===== src/rpsc_pkg.sv =====
// rpsc_pkg: shared types and constants for the redundant pedal sensor check.
// No dependencies; used by rpsc_chan and redundant_pedal_sensor_check.
package rpsc_pkg;

	// Q.8 percent scale: 100 % and the 10-point correlation limit
	localparam logic [14:0] FULL_SCALE_Q8 = 15'd25600;
	localparam logic [14:0] CORR_LIMIT_Q8 = 15'd2560;

	localparam int SPAN_W = 10;
	localparam int GAIN_W = 23;
	localparam int CFG_W  = 23;
	localparam int IDX_W  = 3;

	// register indexes on the configuration port
	localparam logic [IDX_W-1:0] REG_NORM_LO  = 3'd0;
	localparam logic [IDX_W-1:0] REG_NORM_HI  = 3'd1;
	localparam logic [IDX_W-1:0] REG_NORM_GN  = 3'd2;
	localparam logic [IDX_W-1:0] REG_INV_LO   = 3'd3;
	localparam logic [IDX_W-1:0] REG_INV_HI   = 3'd4;
	localparam logic [IDX_W-1:0] REG_INV_GN   = 3'd5;
	localparam logic [IDX_W-1:0] REG_FAULT_LO = 3'd6;
	localparam logic [IDX_W-1:0] REG_FAULT_HI = 3'd7;

	// reset values of the registers
	localparam logic [SPAN_W-1:0] RST_NORM_LO  = 10'd143;
	localparam logic [SPAN_W-1:0] RST_NORM_HI  = 10'd348;
	localparam logic [GAIN_W-1:0] RST_NORM_GN  = 23'd31969;
	localparam logic [SPAN_W-1:0] RST_INV_LO   = 10'd696;
	localparam logic [SPAN_W-1:0] RST_INV_HI   = 10'd900;
	localparam logic [GAIN_W-1:0] RST_INV_GN   = 23'd32000;
	localparam logic [SPAN_W-1:0] RST_FAULT_LO = 10'd102;
	localparam logic [SPAN_W-1:0] RST_FAULT_HI = 10'd921;

	typedef enum logic [1:0] {
		ST_OK       = 2'd0,
		ST_NORM_FLT = 2'd1,
		ST_INV_FLT  = 2'd2,
		ST_UNCORR   = 2'd3
	} status_t;

	// load enables for the per-channel pipeline stages
	typedef struct packed {
		logic ld_s2;
		logic ld_s3;
	} pipe_ctl_t;

endpackage


===== src/rpsc_window.sv =====
// rpsc_window: sliding window of the last WINDOW samples of one sensor with a
// running sum. Depends on nothing but its parameters.
module rpsc_window #(
	parameter int ADC_BITS = 10,
	parameter int WINDOW   = 2
) (
	input  logic                                  clk,
	input  logic                                  arst_n,
	input  logic                                  wr_en,
	input  logic [ADC_BITS-1:0]                   wr_data,
	output logic [ADC_BITS+$clog2(WINDOW)-1:0]    sum
);

	localparam int SUMW = ADC_BITS + $clog2(WINDOW);
	localparam int SLW  = (WINDOW > 1) ? $clog2(WINDOW) : 1;

	logic [ADC_BITS-1:0] samp_q [WINDOW];
	logic [SLW-1:0]      slot_q;
	logic [SUMW-1:0]     sum_q;

	always_ff @(posedge clk or negedge arst_n) begin
		if (!arst_n) begin
			for (int i = 0; i < WINDOW; i++) begin
				samp_q[i] <= '0;
			end
			slot_q <= '0;
			sum_q  <= '0;
		end else if (wr_en) begin
			samp_q[slot_q] <= wr_data;
			// new sample in, oldest one out
			sum_q <= sum_q + SUMW'(wr_data) - SUMW'(samp_q[slot_q]);
			if (slot_q == SLW'(WINDOW - 1)) begin
				slot_q <= '0;
			end else begin
				slot_q <= slot_q + 1'b1;
			end
		end
	end

	assign sum = sum_q;

endmodule


===== src/rpsc_chan.sv =====
// rpsc_chan: per-channel report datapath: window average by reciprocal
// multiply, fault check, span clamp and gain multiply. Uses rpsc_pkg.
module rpsc_chan #(
	parameter int ADC_BITS = 10,
	parameter int WINDOW   = 2
) (
	input  logic                                   clk,
	input  rpsc_pkg::pipe_ctl_t                    ctl,
	input  logic [ADC_BITS+$clog2(WINDOW)-1:0]     sum_s1,
	input  logic [rpsc_pkg::SPAN_W-1:0]            span_lo,
	input  logic [rpsc_pkg::SPAN_W-1:0]            span_hi,
	input  logic [rpsc_pkg::GAIN_W-1:0]            gain,
	input  logic [rpsc_pkg::SPAN_W-1:0]            fault_lo,
	input  logic [rpsc_pkg::SPAN_W-1:0]            fault_hi,
	output logic                                   fault_s3,
	output logic [((ADC_BITS > 10) ? ADC_BITS : 10) + rpsc_pkg::GAIN_W - 9:0] mapped_s3
);

	localparam int SUMW = ADC_BITS + $clog2(WINDOW);
	localparam int DL   = $clog2(WINDOW);
	localparam int SH   = SUMW + DL;
	localparam int PW   = 2 * SUMW + 1;
	localparam int CW   = (ADC_BITS > 10) ? ADC_BITS : 10;
	localparam int GW   = CW + rpsc_pkg::GAIN_W;
	// ceil(2^SH / WINDOW): exact floor division for every SUMW-bit sum
	localparam logic [SUMW:0] RECIP =
		(SUMW + 1)'(((64'd1 << SH) + 64'(WINDOW) - 64'd1) / 64'(WINDOW));

	logic [PW-1:0]       quot_prod;
	logic [ADC_BITS-1:0] avg_s2;
	logic [CW-1:0]       avg_w, lo_w, hi_w, clamp, delta;
	logic [GW-1:0]       gain_prod;
	logic                fault;

	assign quot_prod = PW'(sum_s1) * PW'(RECIP);

	always_ff @(posedge clk) begin
		if (ctl.ld_s2) begin
			avg_s2 <= quot_prod[SH +: ADC_BITS];
		end
	end

	always_comb begin
		avg_w = CW'(avg_s2);
		lo_w  = CW'(span_lo);
		hi_w  = CW'(span_hi);
		fault = (avg_w > CW'(fault_hi)) || (avg_w < CW'(fault_lo));
		if (lo_w <= hi_w) begin
			if (avg_w < lo_w) clamp = lo_w;
			else if (avg_w > hi_w) clamp = hi_w;
			else clamp = avg_w;
			delta = clamp - lo_w;
		end else begin
			// span given high-to-low
			if (avg_w < hi_w) clamp = hi_w;
			else if (avg_w > lo_w) clamp = lo_w;
			else clamp = avg_w;
			delta = lo_w - clamp;
		end
		gain_prod = GW'(delta) * GW'(gain);
	end

	always_ff @(posedge clk) begin
		if (ctl.ld_s3) begin
			fault_s3  <= fault;
			mapped_s3 <= gain_prod[GW-1:8];
		end
	end

endmodule


===== src/redundant_pedal_sensor_check.sv =====
// redundant_pedal_sensor_check: dual pedal sensor plausibility check.
// A report word's result is registered through stages s1 to s4 and is valid once it reaches s4.
// Throughput: one word per cycle, samples and reports alike; a stalled result
// holds the pipeline only when every stage ahead of it is full.
// Reset (arst_n low, async): sample windows, slots and sums to zero,
// registers to defaults, pipeline empty. Uses rpsc_pkg, rpsc_window, rpsc_chan.
module redundant_pedal_sensor_check #(
	parameter int ADC_BITS = 10,
	parameter int WINDOW   = 2
) (
	input  logic                          clk,
	input  logic                          arst_n,
	// configuration write port
	input  logic                          cfg_we,
	input  logic [rpsc_pkg::IDX_W-1:0]    cfg_index,
	input  logic [rpsc_pkg::CFG_W-1:0]    cfg_data,
	// input word channel
	input  logic                          in_valid,
	output logic                          in_stall,
	input  logic                          opcode,
	input  logic                          channel,
	input  logic [ADC_BITS-1:0]           sample,
	// result word channel
	output logic                          out_valid,
	input  logic                          out_stall,
	output logic [14:0]                   position,
	output logic [1:0]                    status
);

	localparam int SUMW = ADC_BITS + $clog2(WINDOW);
	localparam int CW   = (ADC_BITS > 10) ? ADC_BITS : 10;
	localparam int MW   = CW + rpsc_pkg::GAIN_W - 8;
	localparam logic [MW-1:0] FULL_EXT = MW'(rpsc_pkg::FULL_SCALE_Q8);

	// configuration registers
	logic [rpsc_pkg::SPAN_W-1:0] norm_lo_q, norm_hi_q, inv_lo_q, inv_hi_q;
	logic [rpsc_pkg::SPAN_W-1:0] fault_lo_q, fault_hi_q;
	logic [rpsc_pkg::GAIN_W-1:0] norm_gn_q, inv_gn_q;

	always_ff @(posedge clk or negedge arst_n) begin
		if (!arst_n) begin
			norm_lo_q  <= rpsc_pkg::RST_NORM_LO;
			norm_hi_q  <= rpsc_pkg::RST_NORM_HI;
			norm_gn_q  <= rpsc_pkg::RST_NORM_GN;
			inv_lo_q   <= rpsc_pkg::RST_INV_LO;
			inv_hi_q   <= rpsc_pkg::RST_INV_HI;
			inv_gn_q   <= rpsc_pkg::RST_INV_GN;
			fault_lo_q <= rpsc_pkg::RST_FAULT_LO;
			fault_hi_q <= rpsc_pkg::RST_FAULT_HI;
		end else if (cfg_we) begin
			unique case (cfg_index)
				rpsc_pkg::REG_NORM_LO:  norm_lo_q  <= cfg_data[rpsc_pkg::SPAN_W-1:0];
				rpsc_pkg::REG_NORM_HI:  norm_hi_q  <= cfg_data[rpsc_pkg::SPAN_W-1:0];
				rpsc_pkg::REG_NORM_GN:  norm_gn_q  <= cfg_data[rpsc_pkg::GAIN_W-1:0];
				rpsc_pkg::REG_INV_LO:   inv_lo_q   <= cfg_data[rpsc_pkg::SPAN_W-1:0];
				rpsc_pkg::REG_INV_HI:   inv_hi_q   <= cfg_data[rpsc_pkg::SPAN_W-1:0];
				rpsc_pkg::REG_INV_GN:   inv_gn_q   <= cfg_data[rpsc_pkg::GAIN_W-1:0];
				rpsc_pkg::REG_FAULT_LO: fault_lo_q <= cfg_data[rpsc_pkg::SPAN_W-1:0];
				rpsc_pkg::REG_FAULT_HI: fault_hi_q <= cfg_data[rpsc_pkg::SPAN_W-1:0];
				default: ;
			endcase
		end
	end

	// Pipeline occupancy. Each stage may load when it is empty or the stage
	// after it is loading, so bubbles collapse under an output stall.
	logic vld_s1, vld_s2, vld_s3, vld_s4;
	logic rdy_s1, rdy_s2, rdy_s3, rdy_s4;
	logic in_acc;
	rpsc_pkg::pipe_ctl_t ctl;

	assign rdy_s4   = !vld_s4 || !out_stall;
	assign rdy_s3   = !vld_s3 || rdy_s4;
	assign rdy_s2   = !vld_s2 || rdy_s3;
	assign rdy_s1   = !vld_s1 || rdy_s2;
	assign in_stall = !rdy_s1;
	assign in_acc   = in_valid && rdy_s1;
	assign ctl      = '{ld_s2: rdy_s2, ld_s3: rdy_s3};

	always_ff @(posedge clk or negedge arst_n) begin
		if (!arst_n) begin
			vld_s1 <= 1'b0;
			vld_s2 <= 1'b0;
			vld_s3 <= 1'b0;
			vld_s4 <= 1'b0;
		end else begin
			if (rdy_s1) vld_s1 <= in_acc && opcode;
			if (rdy_s2) vld_s2 <= vld_s1;
			if (rdy_s3) vld_s3 <= vld_s2;
			if (rdy_s4) vld_s4 <= vld_s3;
		end
	end

	// Sample words go straight into the windows; the running sums always
	// reflect the last WINDOW samples accepted on their channel.
	logic [SUMW-1:0] sum_n, sum_i, sum_n_s1, sum_i_s1;

	rpsc_window #(.ADC_BITS(ADC_BITS), .WINDOW(WINDOW)) u_win_n (
		.clk     (clk),
		.arst_n  (arst_n),
		.wr_en   (in_acc && !opcode && !channel),
		.wr_data (sample),
		.sum     (sum_n)
	);

	rpsc_window #(.ADC_BITS(ADC_BITS), .WINDOW(WINDOW)) u_win_i (
		.clk     (clk),
		.arst_n  (arst_n),
		.wr_en   (in_acc && !opcode && channel),
		.wr_data (sample),
		.sum     (sum_i)
	);

	// a report snapshots both sums, so later samples cannot leak into it
	always_ff @(posedge clk) begin
		if (rdy_s1) begin
			sum_n_s1 <= sum_n;
			sum_i_s1 <= sum_i;
		end
	end

	logic          flt_n_s3, flt_i_s3;
	logic [MW-1:0] map_n_s3, map_i_s3;

	rpsc_chan #(.ADC_BITS(ADC_BITS), .WINDOW(WINDOW)) u_chan_n (
		.clk       (clk),
		.ctl       (ctl),
		.sum_s1    (sum_n_s1),
		.span_lo   (norm_lo_q),
		.span_hi   (norm_hi_q),
		.gain      (norm_gn_q),
		.fault_lo  (fault_lo_q),
		.fault_hi  (fault_hi_q),
		.fault_s3  (flt_n_s3),
		.mapped_s3 (map_n_s3)
	);

	rpsc_chan #(.ADC_BITS(ADC_BITS), .WINDOW(WINDOW)) u_chan_i (
		.clk       (clk),
		.ctl       (ctl),
		.sum_s1    (sum_i_s1),
		.span_lo   (inv_lo_q),
		.span_hi   (inv_hi_q),
		.gain      (inv_gn_q),
		.fault_lo  (fault_lo_q),
		.fault_hi  (fault_hi_q),
		.fault_s3  (flt_i_s3),
		.mapped_s3 (map_i_s3)
	);

	// Final stage: saturate, flip the inverted channel, correlate, combine.
	logic [14:0]        pos_n, sat_i, pos_i, diff;
	logic [15:0]        pos_sum;
	rpsc_pkg::status_t  st;
	logic [14:0]        position_s4;
	rpsc_pkg::status_t  status_s4;

	always_comb begin
		pos_n   = (map_n_s3 > FULL_EXT) ? rpsc_pkg::FULL_SCALE_Q8 : map_n_s3[14:0];
		sat_i   = (map_i_s3 > FULL_EXT) ? rpsc_pkg::FULL_SCALE_Q8 : map_i_s3[14:0];
		pos_i   = rpsc_pkg::FULL_SCALE_Q8 - sat_i;
		diff    = (pos_n > pos_i) ? (pos_n - pos_i) : (pos_i - pos_n);
		pos_sum = {1'b0, pos_n} + {1'b0, pos_i};
		// uncorrelated beats inverted fault beats normal fault
		priority if (diff > rpsc_pkg::CORR_LIMIT_Q8) begin
			st = rpsc_pkg::ST_UNCORR;
		end else if (flt_i_s3) begin
			st = rpsc_pkg::ST_INV_FLT;
		end else if (flt_n_s3) begin
			st = rpsc_pkg::ST_NORM_FLT;
		end else begin
			st = rpsc_pkg::ST_OK;
		end
	end

	always_ff @(posedge clk) begin
		if (rdy_s4) begin
			status_s4   <= st;
			position_s4 <= (st == rpsc_pkg::ST_OK) ? pos_sum[15:1] : 15'd0;
		end
	end

	assign out_valid = vld_s4;
	assign position  = position_s4;
	assign status    = status_s4;

endmodule

===== config.mk =====
export PLATFORM = sky130hd
export DESIGN_NAME = redundant_pedal_sensor_check
export DESIGN_NICKNAME = d
export VERILOG_FILES = /design/src/rpsc_pkg.sv /design/src/rpsc_window.sv /design/src/rpsc_chan.sv /design/src/redundant_pedal_sensor_check.sv
export SDC_FILE = /design/constraint.sdc
export NUM_CORES = 2
export LEC_CHECK = 0
export BUFFER_PORTS_ARGS = -buffer_cell sky130_fd_sc_hd__buf_4
export CAP_MARGIN = 10
export CORE_MARGIN = 1.5
export CORE_UTILIZATION = 65
export DETAILED_ROUTE_END_ITERATION = 10
export PLACE_DENSITY = 0.92
export SYNTH_ARGS = -nofsm -noshare
export SYNTH_HDL_FRONTEND = slang
export SYNTH_SLANG_ARGS = --single-unit
export TNS_END_PERCENT = 5

===== constraint.sdc =====
create_clock -name clk -period 21 [get_ports clk]
set_input_delay 1.05 -clock clk [delete_from_list [all_inputs] [get_ports clk]]
set_output_delay 1.05 -clock clk [all_outputs]
set_load 0.1 [all_outputs]

Word-level counts from Yosys, hierarchy flattened
Index checks and enable logic that the tools add are counted.
Storage, ports and cells
  register bits after elaboration: 285
  input bits: 43
  output and inout port bits: 19
  logic and storage cells: 142
Operators by class
  add/sub/neg operators: 14
  multiply operators: 2
  magnitude comparators: 22
  eq/ne operators: 7
  muxes and demuxes: 34
  bitwise gates (word level): 2
  reduce and logical (&&, ||, !) cells: 31
Operators with widths (count)
  $mux W10: 22
  $mul A10 B23 Y33: 2
  $gt A10 B10 Y1: 6
  $lt A10 B10 Y1: 6
  $gt A25 B15 Y1 const B: 2
  $mux W15: 3
  $bwmux W20: 2
  $sub A10 B10 Y10: 4
  $sub A15 B15 Y15: 2
  $add A11 B10 Y11: 2
  $sub A11 B10 Y11: 2
  $demux W10 S1: 2
  $le A10 B10 Y1: 2
  $add A15 B15 Y16: 1
  $reduce_and A2 Y1: 8
  $gt A15 B12 Y1 const B: 1
  $gt A15 B15 Y1: 1
  $sub A15 B15 Y15 const A: 1
  $eq A3 B3 Y1 const B: 4
  $logic_not A1 Y1: 8
  $logic_and A1 B1 Y1: 7
  $eq A3 B2 Y1 const B: 2
  $logic_or A1 B1 Y1: 6
  $ge A2 B2 Y1 const B: 2
  8 further kinds: 14

Depth between registers and ports, before layout
  depth after elaboration: 8
  mapped depth: 47
  gate-level depth less buffers: 44

Modules after synthesis
From an unflattened synthesis, not the netlist that was laid out.
Second synthesis, totals
  cell total of the unflattened synthesis: 3694
  area total of the unflattened synthesis: 34551.9 sq um
By module, submodules not included
  rpsc_chan at u_chan_i: instances 1, cells an instance 1333, area each 11407.2 sq um, seq. area each 1081.0 sq um
  rpsc_chan at u_chan_n: instances 1, cells an instance 1213, area each 10737.8 sq um, seq. area each 1081.0 sq um
  redundant_pedal_sensor_check: instances 1, cells an instance 722, area each 8300.5 sq um, seq. area each 3978.8 sq um
  rpsc_window: instances 2, cells an instance 213, area each 2053.2 sq um, seq. area each 800.8 sq um

Worst setup path before layout
Ideal clock, no wire load.
  path kind: reg-to-reg
  start point: register norm_lo_q[1] in the netlist's numbering
  end point: register u_chan_n.mapped_s3[24] in the netlist's numbering (data pin)
  library setup time: 0.265 ns
  arrival: 9.894 ns
  data required time: 20.735 ns
  setup slack: 10.840 ns
  stages on the path, launching flop included: 47
  buffers on the path: 4
  clock period less this slack: 10.160 ns
  path through: dfstp_2 > inv_1 > ha_1 > nor2b_1 > o21a_1 > o21a_1 > o21ai_0 > nand2b_1 > a21oi_1 > o221ai_1 > clkbuf_1 > o31a_1 > clkbuf_1 > mux2i_1 > o21ai_0 > inv_1 > ha_1 > nor2b_1 > (+11 left out) > fa_1 > fa_1 > fa_1 > fa_1 > inv_1 > fa_1 > inv_1 > ha_1 > a21o_1 > a21o_1 > a211oi_1 > o21ai_0 > o2111ai_1 > o21ai_0 > or2_2 > clkbuf_1 > a221oi_1 > xnor2_1
Between the ends
  longest elaborated chain between the ends: 7
  elaborated cells on any way between the ends: 12
  classes of those cells: add/sub: 2; mul: 1; order compare: 3; mux: 6
RTL lines
  start, declared: line redundant_pedal_sensor_check.sv:36  | logic [rpsc_pkg::SPAN_W-1:0] norm_lo_q, norm_hi_q, inv_lo_q, inv_hi_q;
  start signal, assigned: line redundant_pedal_sensor_check.sv:42  | norm_lo_q <= rpsc_pkg::RST_NORM_LO;
  start signal, assigned: line redundant_pedal_sensor_check.sv:52  | rpsc_pkg::REG_NORM_LO: norm_lo_q <= cfg_data[rpsc_pkg::SPAN_W-1:0];
  $gt A10 B10 Y1: line rpsc_chan.sv:56  | else if (avg_w > lo_w) clamp = lo_w;
  $mux W10: line rpsc_chan.sv:56
  $mux W10: line rpsc_chan.sv:55  | if (avg_w < hi_w) clamp = hi_w;
  $mux W10: line rpsc_chan.sv:48  | if (lo_w <= hi_w) begin
  $sub A10 B10 Y10: line rpsc_chan.sv:58  | delta = lo_w - clamp;
  $mux W10 *: line rpsc_chan.sv:48
  $mul A10 B23 Y33 *: line rpsc_chan.sv:60  | gain_prod = GW'(delta) * GW'(gain);
  named net u_chan_n.gain_prod[32]: line rpsc_chan.sv:32  | logic [GW-1:0] gain_prod;
  end signal, assigned: line rpsc_chan.sv:66  | mapped_s3 <= gain_prod[GW-1:8];
  end, declared: line rpsc_chan.sv:16  | output logic [((ADC_BITS > 10) ? ADC_BITS : 10) + rpsc_pkg::GAIN_W - 9:0] mapped_s3
The timed path passes the listed nets; every way through them passes the cells marked *. The select of a mux whose other input is x is not followed.
A chain may end at the register's enable or synchronous reset.

Worst setup path in the final report
Ends and elaborated chain as after synthesis.

==> flow_metrics.tcl <==
set metrics [dict create \
    cts_setup_buffers 0 \
    hold_buffers 0 \
    hold_class "reg -> reg" \
    postPlaceCellArea_um2 34000 \
    vias 25300 \
    io_pins 62 \
    clk_pin_slew_ns 0.07 \
    grt_pass1_wl_um 133000 \
    ys_types 68 \
    finalClockSkew_ns 0.0240 \
    syn-num-nets 4250 \
    worst-setup-path-type "reg -> reg" \
    status "complete, no violations" \
    reg2reg_setup_slack_ns 9.04 \
    reg2reg_depth 43 \
    whs_path_depth 0 \
    drt_wl_total_um 80800 \
    cp_top_family "compound AO/OA/AOI/OAI gates" \
    synth_edf_count 109 \
    drc 0 \
    critPathMaxFanout 23 \
    layout_setup_ws_ns 9.04 \
    cts.repair.resized 0 \
    finalNetCount 4222 \
    start_kind "flip-flop" \
    gr-total-overflow 0 \
    grt_setup_unrepaired "false" \
    crit_required_ns 21.35 \
    clock-sinks 283 \
    period_needed_ns 11.96 \
    globalplace.congestion 0.953 \
    cpPeakStageDelay_ns 0.82 \
    cts_root_buf "clkbuf_16" \
    timing.setup.tns_ns 0 \
    ys_seq_area_share_pct 23.3 \
    antenna_found_initial 3 \
    maxCapViolCount 0 \
    grtUsageTotal_pct 31.7 \
    die_y_um 228 \
    postSynthCellCount 3517 \
    timing.critical_path.mode_cell "o21ai_0" \
    ys.flop_type "dfrtp_1" \
    path_buf_inv 6 \
    dp_hpwl_um 61400 \
    cp_data_arrival_time_ns 12.32 \
    postLayoutCellArea_um2 35100 \
    avgSynthCellArea_um2 9.39 \
    drive_above_1_share_pct 9.99 \
    design.core.area_um2 50200 \
    slowest_stage "o21ai_0" \
    cts_max_level 1 \
    synth_seq_cells 283 \
    slew_viol_final 0 \
    first_pass_iters 7 \
    end_kind "flip-flop" \
    min_period_over_period_pct 57.0 \
    area_growth_pct 6.36 \
    drtIter0Drc 2067 \
    start_util_pct 65.8 \
    grt_pass1_vias 26700 \
    slew_headroom_pct 23.0 \
    cts_tree "built" \
    preCtsSetupSlack_ns 9.42 \
    clock_path_buffers 3 \
    ant_nets 0 \
    synthArstFlopShare_pct 61.5 \
    setup_viol 0 \
    netlist_area_um2 33000 \
    tightest_slew_ns 1.15 \
    vias_per_cell 6.04 \
    wl_per_cell_um 19.3 \
    io_buffers 61 \
    numCtsBuffers 31 \
    die_w_um 228 \
    hold_viol 0 \
    dieArea_um2 52200 \
    cp_num_cells 43 \
    grt_max_degree 100 \
    fp-row-count 82 \
    clk_latency_ns 0.60 \
    fmax_ghz 0.0836 \
    final_util_pct 70.0 \
    yosys_warnings 0 \
]
stage by stage:
step	instances	hold WS (ns)
after floorplan	3517	0.400
after global placement	4126	0.400
after detailed placement	4126	0.405
after CTS	4184	0.424
after global routing	4186	0.431
final	4188	0.422
final timing paths:
check / endpoint / startpoint
hold / removal: u_chan_i.avg_s2[2] / sum_i_s1[3]
setup / recovery: u_chan_n.mapped_s3[24] / norm_lo_q[1]
hold reg to reg: u_chan_i.avg_s2[2] / sum_i_s1[3]
setup reg to reg: u_chan_n.mapped_s3[24] / norm_lo_q[1]
max in group asynchronous: norm_gn_q[19] / arst_n
min in group asynchronous: vld_s2 / arst_n
cells by family (layout without fill, tap and decap cells):
| family | Yosys count | in the layout | synth area share (%) |
|---|---|---|---|
| simple gates | 941 | 941 | 14.2 |
| buf+inv | 767 | 764 | 8.76 |
| fa+ha+maj | 690 | 690 | 34.3 |
| compound gates | 557 | 557 | 11.0 |
| flops | 283 | 283 | 23.3 |
| mux | 177 | 177 | 5.86 |
| xor+xnor | 102 | 102 | 2.71 |
| other cells | 0 | 2 | 0 |
worst register-to-register path, delay by kind of cell (launching register included):
kind / cells / cell delay (ns)
adder cells (fa/ha/maj): 8 / 3.28
buffers and inverters: 6 / 0.69
AND/OR/NAND/NOR: 8 / 1.81
flip-flops: 1 / 0.60
multiplexers: 1 / 0.15
AO/OA/AOI/OAI: 19 / 5.01
XOR/XNOR: 1 / 0.13
routing by layer:
layer / part of all wire [%] / vias up / global-route usage [%]
li1: - / 11400 / -
met1: 38 / 12300 / 39.0
met2: 48 / 1208 / 54.1
met3: 8.2 / 355 / 5.33
met4: 5.5 / 4 / 16.0
met5: 0.033 / - / 0
state kept, by name (all words and copies together), names as in the netlist, 2 cells and up:
| name | cells |
|---|---|
| fault_hi_q | 10 |
| fault_lo_q | 10 |
| inv_gn_q | 23 |
| inv_hi_q | 10 |
| inv_lo_q | 10 |
| norm_gn_q | 23 |
| norm_hi_q | 10 |
| norm_lo_q | 10 |
| position | 15 |
| status | 2 |
| sum_i_s1 | 10 |
| sum_n_s1 | 10 |
| u_chan_i.avg_s2 | 10 |
| u_chan_i.mapped_s3 | 25 |
| u_chan_n.avg_s2 | 10 |
| u_chan_n.mapped_s3 | 25 |
| u_win_i.samp_q | 20 |
| u_win_i.sum | 11 |
| u_win_n.samp_q | 20 |
| u_win_n.sum | 11 |
cell usage after synthesis, types with 34 or more instances:
cell type  count  area share [%]
inv_1        614             7.0
fa_1         357              22
nand2_1      355             4.0
ha_1         333              13
and2_1       228             4.3
o21ai_0      154             2.3
clkbuf_1     144             1.6
a21oi_1      133             2.0
mux2_2       131             4.5
dfrtp_1      130             9.9
nor2_1       124             1.4
edfxtp_1     109             9.9
xnor2_1       68             1.8
a21o_1        62             1.4
mux2i_1       46             1.4
dfstp_2       44             3.5
nand2b_1      36            0.68
o311a_1       35             1.1
xor2_1        34            0.90
cell type report:
cell class	count	area [µm²]
repair buffers	91	684
diodes	2	5.00
well taps	672	841
flip-flops and latches	283	7680
clock inverters	16	148
multi-input cells	2467	22500
fillers	3414	15100
inverters	615	2310
clock buffers	42	911
cell usage in the layout (no fill, tap or decap), types with 9 or more instances in the layout:
cell type,n
inv_1,613
fa_1,357
nand2_1,355
ha_1,333
and2_1,228
o21ai_0,152
a21oi_1,132
mux2_2,131
dfrtp_1,130
nor2_1,124
edfxtp_1,109
buf_4,89
xnor2_1,68
a21o_1,62
mux2i_1,44
dfstp_2,44
nand2b_1,36
o311a_1,35
xor2_1,34
clkbuf_16,34
nor2b_1,33
o21a_1,33
nor4_1,29
nand3_1,28
nor3_1,24
nand4_1,21
a21boi_0,21
o311ai_0,18
or3_1,15
and3_1,11
a31oi_1,10
o21bai_1,10
o31ai_1,9
Power is left out: the tool's default activity adds up to more than one toggle a clock period on the data nets, which glitch-free logic cannot reach.
